**config.mk**
```make
export PLATFORM = sky130hd
export DESIGN_NAME = mru_tag_cache_directory_unit
export DESIGN_NICKNAME = d
export VERILOG_FILES = /design/src/rtl/core/mtcd_pkg.sv /design/src/rtl/core/mru_tag_cache_directory_unit.sv /design/src/rtl/core/mtcd_cell.sv
export SDC_FILE = /design/constraint.sdc
export NUM_CORES = 2
export LEC_CHECK = 0
export ABC_AREA = 1
export BUFFER_PORTS_ARGS = -buffer_cell sky130_fd_sc_hd__buf_2
export CELL_PAD_IN_SITES_DETAIL_PLACEMENT = 1
export CELL_PAD_IN_SITES_GLOBAL_PLACEMENT = 1
export CORE_ASPECT_RATIO = 1.2
export CORE_MARGIN = 4
export CORE_UTILIZATION = 35
export CTS_CLUSTER_DIAMETER = 80
export DETAILED_ROUTE_END_ITERATION = 10
export PLACE_DENSITY_LB_ADDON = 0.05
export RECOVER_POWER = 50
export SLEW_MARGIN = 20
export SYNTH_ARGS = -nofsm -noshare
export SYNTH_HDL_FRONTEND = slang
export SYNTH_SLANG_ARGS = --single-unit
```
**constraint.sdc**
```tcl
create_clock -name clk -period 5.4 [get_ports clk]
set_input_delay 0.81 -clock clk [delete_from_list [all_inputs] [get_ports clk]]
set_output_delay 0.81 -clock clk [all_outputs]
set_load 0.03 [all_outputs]
```
**src/rtl/core/mtcd_pkg.sv**
```systemverilog
// Shared types and constants for the recency-ordered tag directory.
`default_nettype none
package mtcd_pkg;

  localparam int KEY_W   = 32;
  localparam int FIELD_W = 4;

  typedef struct packed {
    logic signed [KEY_W-1:0] x;
    logic signed [KEY_W-1:0] z;
    logic                    valid;
  } entry_tag_t;

  typedef struct packed {
    logic compare;
    logic update;
  } cell_ctrl_t;

  typedef enum logic {
    ST_IDLE,
    ST_UPDATE
  } state_t;

endpackage
`default_nettype wire

```
**src/rtl/core/mru_tag_cache_directory_unit.sv**
```systemverilog
// Fully associative tag directory held as a chain of recency cells, front most recent.
// A lookup is taken when start is high and busy is low; the accepting edge registers the
// comparison of every cell against the key, and the update state then shifts the chain
// once and registers done and the result. Busy is high for the update cycle, so a new
// lookup is not taken until the chain has moved.
// Reset leaves recency order as slot i at position i with every slot empty.
`default_nettype none
module mru_tag_cache_directory_unit #(
  parameter int CACHE_SLOTS = 16
) (
  input  logic                              clk,
  input  logic                              rst,
  input  logic                              start,
  output logic                              busy,
  input  logic signed [mtcd_pkg::KEY_W-1:0] key_x,
  input  logic signed [mtcd_pkg::KEY_W-1:0] key_z,
  output logic                              done,
  output logic                              hit,
  output logic [mtcd_pkg::FIELD_W-1:0]      slot,
  output logic [mtcd_pkg::FIELD_W-1:0]      recency_position
);
  import mtcd_pkg::*;

  localparam int SLOT_W = (CACHE_SLOTS > 1) ? $clog2(CACHE_SLOTS) : 1;
  localparam logic [SLOT_W-1:0] LAST = SLOT_W'(CACHE_SLOTS - 1);

  state_t state;
  state_t state_next;

  logic                    accept;
  cell_ctrl_t              ctrl;
  logic signed [KEY_W-1:0] key_x_q;
  logic signed [KEY_W-1:0] key_z_q;

  logic [SLOT_W-1:0] cell_slot [CACHE_SLOTS];
  entry_tag_t        cell_tag  [CACHE_SLOTS];
  logic              match     [CACHE_SLOTS];
  logic [SLOT_W-1:0] prev_slot [CACHE_SLOTS];
  entry_tag_t        prev_tag  [CACHE_SLOTS];

  logic              any_hit;
  logic [SLOT_W-1:0] hit_pos;
  logic [SLOT_W-1:0] hit_slot;
  entry_tag_t        hit_tag;
  logic [SLOT_W-1:0] pos;
  logic [SLOT_W-1:0] head_slot;
  entry_tag_t        head_tag;

  logic [SLOT_W+FIELD_W-1:0] slot_ext;
  logic [SLOT_W+FIELD_W-1:0] pos_ext;

  assign accept       = start && !busy;
  assign ctrl.compare = accept;
  assign ctrl.update  = (state == ST_UPDATE);

  always_ff @(posedge clk) begin
    if (rst) begin
      state <= ST_IDLE;
    end else begin
      state <= state_next;
    end
  end

  always_comb begin
    case (state)
      ST_IDLE:   state_next = accept ? ST_UPDATE : ST_IDLE;
      ST_UPDATE: state_next = ST_IDLE;
      default:   state_next = ST_IDLE;
    endcase
  end

  always_comb begin
    case (state)
      ST_IDLE:   busy = 1'b0;
      ST_UPDATE: busy = 1'b1;
      default:   busy = 1'b1;
    endcase
  end

  always_ff @(posedge clk) begin
    if (accept) begin
      key_x_q <= key_x;
      key_z_q <= key_z;
    end
  end

  // Valid tags are unique, so at most one cell matches and plain OR-ing selects it.
  always_comb begin
    any_hit  = 1'b0;
    hit_pos  = '0;
    hit_slot = '0;
    hit_tag  = '0;
    for (int i = 0; i < CACHE_SLOTS; i++) begin
      if (match[i]) begin
        any_hit  = 1'b1;
        hit_pos  = hit_pos | SLOT_W'(i);
        hit_slot = hit_slot | cell_slot[i];
        hit_tag  = hit_tag | cell_tag[i];
      end
    end
  end

  // On a miss the back of the chain comes to the front carrying the new key.
  always_comb begin
    if (any_hit) begin
      pos       = hit_pos;
      head_slot = hit_slot;
      head_tag  = hit_tag;
    end else begin
      pos       = LAST;
      head_slot = cell_slot[CACHE_SLOTS-1];
      head_tag  = '{x: key_x_q, z: key_z_q, valid: 1'b1};
    end
  end

  for (genvar g = 0; g < CACHE_SLOTS; g++) begin : g_cell
    if (g == 0) begin : g_head
      assign prev_slot[g] = head_slot;
      assign prev_tag[g]  = head_tag;
    end else begin : g_link
      assign prev_slot[g] = cell_slot[g-1];
      assign prev_tag[g]  = cell_tag[g-1];
    end

    mtcd_cell #(
      .SLOT_W (SLOT_W),
      .INDEX  (g)
    ) u_cell (
      .clk       (clk),
      .rst       (rst),
      .ctrl      (ctrl),
      .key_x     (key_x),
      .key_z     (key_z),
      .pos       (pos),
      .prev_slot (prev_slot[g]),
      .prev_tag  (prev_tag[g]),
      .cell_slot (cell_slot[g]),
      .cell_tag  (cell_tag[g]),
      .match     (match[g])
    );
  end

  assign slot_ext = {{FIELD_W{1'b0}}, head_slot};
  assign pos_ext  = {{FIELD_W{1'b0}}, hit_pos};

  always_ff @(posedge clk) begin
    if (rst) begin
      done <= 1'b0;
    end else begin
      done <= ctrl.update;
    end
  end

  always_ff @(posedge clk) begin
    if (ctrl.update) begin
      hit              <= any_hit;
      slot             <= slot_ext[FIELD_W-1:0];
      recency_position <= any_hit ? pos_ext[FIELD_W-1:0] : '0;
    end
  end

endmodule
`default_nettype wire

```
**src/rtl/core/mtcd_cell.sv**
```systemverilog
// One recency position of the directory: slot number, key tags, valid bit and tag comparator.
`default_nettype none
module mtcd_cell #(
  parameter int SLOT_W = 4,
  parameter int INDEX  = 0
) (
  input  logic                            clk,
  input  logic                            rst,
  input  mtcd_pkg::cell_ctrl_t            ctrl,
  input  logic signed [mtcd_pkg::KEY_W-1:0] key_x,
  input  logic signed [mtcd_pkg::KEY_W-1:0] key_z,
  input  logic [SLOT_W-1:0]               pos,
  input  logic [SLOT_W-1:0]               prev_slot,
  input  mtcd_pkg::entry_tag_t            prev_tag,
  output logic [SLOT_W-1:0]               cell_slot,
  output mtcd_pkg::entry_tag_t            cell_tag,
  output logic                            match
);
  import mtcd_pkg::*;

  localparam logic [SLOT_W-1:0] IDX = SLOT_W'(INDEX);

  logic [SLOT_W-1:0]       slot_id;
  logic                    valid;
  logic signed [KEY_W-1:0] tag_x;
  logic signed [KEY_W-1:0] tag_z;
  logic                    shift_in;

  // Every position up to the one being moved takes the word from its front neighbour.
  assign shift_in = ctrl.update && (pos >= IDX);

  always_ff @(posedge clk) begin
    if (rst) begin
      slot_id <= IDX;
      valid   <= 1'b0;
      match   <= 1'b0;
    end else begin
      if (ctrl.compare) begin
        match <= valid && (tag_x == key_x) && (tag_z == key_z);
      end
      if (shift_in) begin
        slot_id <= prev_slot;
        valid   <= prev_tag.valid;
      end
    end
  end

  always_ff @(posedge clk) begin
    if (shift_in) begin
      tag_x <= prev_tag.x;
      tag_z <= prev_tag.z;
    end
  end

  assign cell_slot = slot_id;
  assign cell_tag  = '{x: tag_x, z: tag_z, valid: valid};

endmodule
`default_nettype wire

```
# Yosys cells after proc, flatten, opt, wreduce, memory -nomap -nowiden
# Cells that the tools add are included.
dict set report op_classes {
  bitwise 31
  reduce_logical 50
  eq_ne 32
  n_lt_le_gt_ge 16
  muxes 69
}
# op n
set ops {}
lappend ops {{$mux 65} 17}
lappend ops {{$eq 32x32->1} 32}
lappend ops {{$or 65x65->65} 15}
lappend ops {{$mux 4} 26}
lappend ops {{$or 4x4->4} 15}
lappend ops {{$logic_and 1x1->1} 49}
lappend ops {{$ge 4x4->1 const B} 8}
lappend ops {{$mux 1} 18}
lappend ops {{$ge 4x3->1 const B} 4}
lappend ops {{$mux 3} 4}
lappend ops {{$ge 4x1->1 const B} 2}
lappend ops {{$ge 4x2->1 const B} 2}
lappend ops {{$mux 2} 2}
lappend ops {{$pmux 1 s2} 2}
lappend ops {{$logic_not 1->1} 1}
lappend ops {{$not 1->1} 1}
dict set report word_totals {
  in_bits 67
  elab_cells 285
  register_bits 1195
}

# Logic depth before layout (Yosys ltp)
dict set report logic_depth {
  ltp_word 32
  depth_mapped 12
  mapped_depth_nobuf 11
}

# By module
# Synthesis repeated with hierarchy kept, for this count alone.
dict set report unflattened {
  cells_unflattened 8231
  hier_area_um2 63865.0
}
# mod seq_area_each_um2 instances area_each_um2 cells_each
set modules_own_cells {}
lappend modules_own_cells {mru_tag_cache_directory_unit 2232.1 1 11558.6 2514}
lappend modules_own_cells {{mtcd_cell (g_cell[11].u_cell ...)} 2042.0 2 3235.6 347}
lappend modules_own_cells {{mtcd_cell (g_cell[1].u_cell)} 2042.0 1 3395.8 399}
lappend modules_own_cells {{mtcd_cell (g_cell[5].u_cell)} 2042.0 1 3348.2 386}
lappend modules_own_cells {{mtcd_cell (g_cell[6].u_cell)} 2042.0 1 3343.2 384}
lappend modules_own_cells {{mtcd_cell (g_cell[4].u_cell)} 2042.0 1 3335.7 381}
lappend modules_own_cells {{mtcd_cell (g_cell[10].u_cell)} 2042.0 1 3333.2 379}
lappend modules_own_cells {{mtcd_cell (g_cell[7].u_cell)} 2042.0 1 3244.4 346}
lappend modules_own_cells {{mtcd_cell (g_cell[13].u_cell)} 2042.0 1 3243.1 345}
lappend modules_own_cells {{mtcd_cell (g_cell[9].u_cell)} 2042.0 1 3239.4 345}
lappend modules_own_cells {{mtcd_cell (g_cell[2].u_cell)} 2042.0 1 3236.9 344}
lappend modules_own_cells {{mtcd_cell (g_cell[3].u_cell)} 2042.0 1 3233.1 344}
lappend modules_own_cells {{mtcd_cell (g_cell[12].u_cell)} 2042.0 1 3221.8 342}
lappend modules_own_cells {{mtcd_cell (g_cell[14].u_cell)} 2042.0 1 3221.8 341}
lappend modules_own_cells {{2 more rows} -- -- -- --}

# Least setup slack after synthesis
# OpenSTA, ideal clock, no wires.
dict set report synth_timing {
  path_type {register to register}
  from {register state}
  to {register g_cell[1].u_cell.tag_x[0] (enable)}
  setup_slack_ns 0.108
  path_buffers 0
  required_ns 4.952
  t_arrival_ns 4.843
  path_stages_with_launch 3
  path_cell_list {dfxtp_1 inv_1 a21oi_2}
}
dict set report synth_via {
  elab_chain_cells 1
}
# item line
set synth_lines {}
lappend synth_lines {{start, declared} mru_tag_cache_directory_unit.sv:27} ;# state_t state;
lappend synth_lines {{start signal, assigned} mru_tag_cache_directory_unit.sv:60} ;# state <= state_next;
lappend synth_lines {{$logic_and 1x1->1} mtcd_cell.sv:30} ;# assign shift_in = ctrl.update && (pos >= IDX);
lappend synth_lines {{named net g_cell[1].u_cell.shift_in} mtcd_cell.sv:27} ;# logic shift_in;
lappend synth_lines {{end signal, assigned} mtcd_cell.sv:50} ;# tag_x <= prev_tag.x;
lappend synth_lines {{end, declared} mtcd_cell.sv:25} ;# logic signed [KEY_W-1:0] tag_x;
# The timed path passes the listed nets, and every way through them passes these cells.
# A chain may end at the register's enable or synchronous reset.

# Worst setup path in the final report
dict set report layout_timing {
  from {register state}
  to {register g_cell[0].u_cell.tag_z[18] (enable)}
}
dict set report layout_via {
  elab_chain_cells 1
}
# item line
set layout_lines {}
lappend layout_lines {{$logic_and 1x1->1} mtcd_cell.sv:30}
lappend layout_lines {{end signal, assigned} mtcd_cell.sv:51} ;# tag_z <= prev_tag.z;
lappend layout_lines {{end, declared} mtcd_cell.sv:26} ;# logic signed [KEY_W-1:0] tag_z;
# Every way passes these cells.

==> impl_table.tex <==
\begin{tabular}{lr}
\hline
Metric & Value \\
\hline
\multicolumn{2}{l}{\textbf{Placement}} \\
\quad Number of port buffers & 77 \\
\quad Worst Setup Slack post-DPL & 1.47 ns \\
\quad DP Wirelength & 193 mm \\
\quad Routability congestion estimate from global placement & 0.904 \\
\quad Instance area at placement & 0.0623 mm2 \\
\multicolumn{2}{l}{\textbf{Cells and area}} \\
\quad Net count of the finished layout & 6399 \\
\quad Signed area change from the synthesized netlist to the final layout & 12.2\% \\
\quad Fraction of layout instances using a drive strength above 1 & 5.18\% \\
\quad Cell area after layout & 0.0667 mm2 \\
\quad Leading cell type in the layout, fill and taps excluded & nand2\_1 \\
\quad Commonest non-fill, non-tap cells in the layout & 2221 x nand2\_1, 1097 x edfxtp\_1, 602 x nor2\_1, 565 x inv\_1, 430 x xnor2\_1 \\
\quad Fillers & 19100 \\
\multicolumn{2}{l}{\textbf{Die}} \\
\quad Chip Width & 384 um \\
\quad Starting density of the core & 35.3\% \\
\quad Std-Cell Core Area & 0.169 mm2 \\
\quad Vertical extent of the die & 460 um \\
\quad Number of top-level pins & 78 \\
\quad Number of placement rows & 165 \\
\quad Total Die Area & 0.177 mm2 \\
\multicolumn{2}{l}{\textbf{STA}} \\
\quad Final Critical Period & 4.89 ns \\
\quad Tightest slew margin relative to the limit & -86.6\% \\
\quad Max-slew violation count & 134 \\
\quad Worst slack on hold paths & 0.460 ns \\
\quad Setup repair after global routing missed its margin & no \\
\quad Timing-limited maximum frequency & 205 MHz \\
\quad Final worst path period share & 90.5\% \\
\quad Layout Skew & 0.0388 ns \\
\quad Worst-margin pin slew & 2.80 ns \\
\quad Final TNS setup & 0 ns \\
\quad Endpoints failing setup & 0 \\
\quad Worst setup slack after layout & 0.511 ns \\
\quad Hold Violations, Final & 0 \\
\multicolumn{2}{l}{\textbf{Setup path}} \\
\quad Arrival time at the worst endpoint & 5.29 ns \\
\quad Launching point of the worst reg2reg path & state \\
\quad Capture instance of the worst register-to-register path & g\_cell[0].u\_cell.tag\_z[18] \\
\quad Critical Path Start Type & register \\
\quad Delay of the slowest cell on the worst path & 2.04 ns \\
\quad Timing startpoint of the critical path & state \\
\quad Worst setup path category & register to register \\
\quad Reg-to-reg slack, setup & 0.51 ns \\
\quad Cell with the largest stage delay on the worst path & clkbuf\_1 \\
\quad Crit path max fanout & 38 \\
\quad Required time of the critical path & 5.80 ns \\
\quad Type of element capturing the critical path & register \\
\quad Worst R2R Path Depth & 2 \\
\quad Cells traversed along the worst timing path & clkbuf\_1 > clkbuf\_2 \\
\multicolumn{2}{l}{\textbf{Logic synthesis}} \\
\quad Syn nets & 6396 \\
\quad Share of flip-flops with an asynchronous set or reset after synthesis & 0\% \\
\quad Area fraction in compound gates after synthesis & 6.78\% \\
\quad Netlist Area Pre-Place & 0.0595 mm2 \\
\quad Yosys warnings & 0 \\
\quad Seq cells post-synth & 1195 \\
\quad Synth Area in Adders & 0\% \\
\quad Xor/xnor cell area share of the yosys netlist & 7.99\% \\
\quad Cell count after synthesis & 6329 \\
\quad Simple-gate portion of the synthesized area & 20.8\% \\
\quad Main combinational cell family by area after synthesis & simple AND/OR/NAND/NOR gates \\
\quad Number of different library cells in the post-synthesis netlist & 41 \\
\quad Number of flops mapped to enable cells by yosys & 1097 \\
\quad Mean instance size in the synthesized netlist & 9.40 um2 \\
\quad Part of the Yosys area used for sequential elements & 58.7\% \\
\quad Top flip-flop cell by instance count after synthesis & edfxtp\_1 \\
\quad Multiplexer share of the synthesized area & 0\% \\
\multicolumn{2}{l}{\textbf{Detailed routing}} \\
\quad Detailed Route WL & 286 mm \\
\quad Routed wirelength normalized by instance count & 32.8 um \\
\quad Number of optimization iterations in the first detailed-route pass & 6 \\
\quad Mean number of vias per cell & 5.53 \\
\quad Number of routed nets with antenna violations & 0 \\
\quad Total vias in the final route & 48200 \\
\quad Number of violations reported at the end of detailed-routing iteration 0 & 5194 \\
\quad DRC Markers & 0 \\
\multicolumn{2}{l}{\textbf{Clock network}} \\
\quad Clk slew on worst S/H paths & 0.06 ns \\
\quad Buffer cell driving the clock tree root & clkbuf\_16 \\
\quad Post-cts sizing count & 0 \\
\quad Clock Latency Late Sink & 0.84 ns \\
\quad Total setup buffers inserted after CTS & 0 \\
\quad Number of buffers on the longest clock path & 3 \\
\quad TritonCTS clock tree & done \\
\quad TritonCTS Buffers & 142 \\
\quad Hold buffers post-CTS & 0 \\
\quad Clock tree sinks & 1195 \\
\quad H-Tree Depth & 4 \\
\multicolumn{2}{l}{\textbf{GRT}} \\
\quad Overall overflow remaining after global route & 0 \\
\quad Antenna violations before repair & 27 \\
\quad Number of global-route vias before repair & 48300 \\
\quad Pin count of the biggest net entering global routing & 71 \\
\quad Total track usage & 31.9\% \\
\quad Wire length of the first global-routing pass & 390 mm \\
\multicolumn{2}{l}{\textbf{Worst hold path}} \\
\quad Worst-case hold path end point & g\_cell[0].u\_cell.cell\_slot[3] \\
\quad Hold-critical path depth & 2 \\
\quad Start point of the worst hold path & g\_cell[0].u\_cell.cell\_slot[3] \\
\quad Class of the most critical hold timing path & register to register \\
\multicolumn{2}{l}{\textbf{Outcome}} \\
\quad Violated checks & capacitance limit, slew limit \\
\quad Outcome & finished, violations left \\
\multicolumn{2}{l}{\textbf{Pwr}} \\
\quad Leakage power figure & 26.1 nW \\
\quad Total chip power & 22.8 mW \\
\quad Worst VDD drop & 0.249 mV \\
\quad Power density of the placed cells & 342 mW/mm2 \\
\multicolumn{2}{l}{\textbf{Flow run}} \\
\quad Number of violations of the max-capacitance limit & 6 \\
\hline
\end{tabular}
synthesized netlist by cell type, drive strengths merged, types with 81 or more instances:
library cell | count | share of area, %
a221oi | 125 | 1.8
a22o | 104 | 1.5
buf | 99 | 0.78
clkbuf | 190 | 1.2
dfxtp | 98 | 3.3
edfxtp | 1097 | 55
inv | 585 | 3.7
nand2 | 2234 | 14
nand3 | 127 | 1.1
nand4 | 81 | 0.88
nor2 | 605 | 3.9
o21ai | 177 | 1.5
o22ai | 134 | 1.4
xnor2 | 430 | 6.3
xor2 | 113 | 1.7
power breakdown:
part / switching, mW / leakage [nW] / internal [mW] / total [mW]
combinational: 1.45 / 12.8 / 0.502 / 1.95
sequential: 0.384 / 11.1 / 10.6 / 11.0
clock: 4.24 / 2.23 / 5.70 / 9.94
total: 6.08 / 26.1 / 16.8 / 22.8
cell type report:
cell class	count	area (um2)	share of cell area, %
Sequential cell	1195	35000	52.4
Multi-Input combinational cell	4254	21300	31.9
Clock buffer	184	3820	5.72
Tap cell	2254	2820	4.23
Inverter	591	2240	3.35
Timing Repair Buffer	148	866	1.30
Clock inverter	71	739	1.11
Antenna cell	9	22.5	0.0338
flip-flops by register name (all words and copies together) (netlist names):
name                     flops
key_z_q                     32
slot                         4
key_x_q                     32
recency_position             4
g_cell.u_cell.match         16
g_cell.u_cell.valid         16
done                         1
state                        1
g_cell.u_cell.cell_slot     64
g_cell.u_cell.tag_z        512
g_cell.u_cell.tag_x        512
hit                          1
stage by stage:
step | instances | util (%)
after floorplan | 6329 | -
after global placement | 8442 | 36.9
after detailed placement | 8442 | 36.9
after CTS | 8697 | 39.6
after global routing | 8698 | 39.5
final | 8706 | 39.6
per-layer routing:
layer	vias to the layer above	global-route usage (%)	routed length (um)
met1	24700	42.2	118000
met3	514	5.20	20900
met2	1997	51.8	134000
li1	20900	-	-
met5	-	0	111
met4	18	13.6	13700
worst max-delay path by stage:
stage,end,depth (start not counted)
after floorplan,g_cell[1].u_cell.tag_x[0],2
final,g_cell[0].u_cell.tag_z[18],2
after CTS,g_cell[3].u_cell.tag_x[21],7
after global placement,g_cell[3].u_cell.tag_x[17],7
after global routing,g_cell[0].u_cell.tag_z[18],2
after detailed placement,g_cell[9].u_cell.tag_z[14],10
worst max-delay path, delay by kind of cell (launching register included):
family / cells / cell delay [ns]
flip-flops: 1 / 0.81
buffers and inverters: 2 / 3.50
logic make-up after synthesis:
group / Yosys count
simple gates: 3124
flops: 1195
buf+inv: 880
compound gates: 587
xor+xnor: 543
Note: power is estimated with default switching activity, not from simulation.
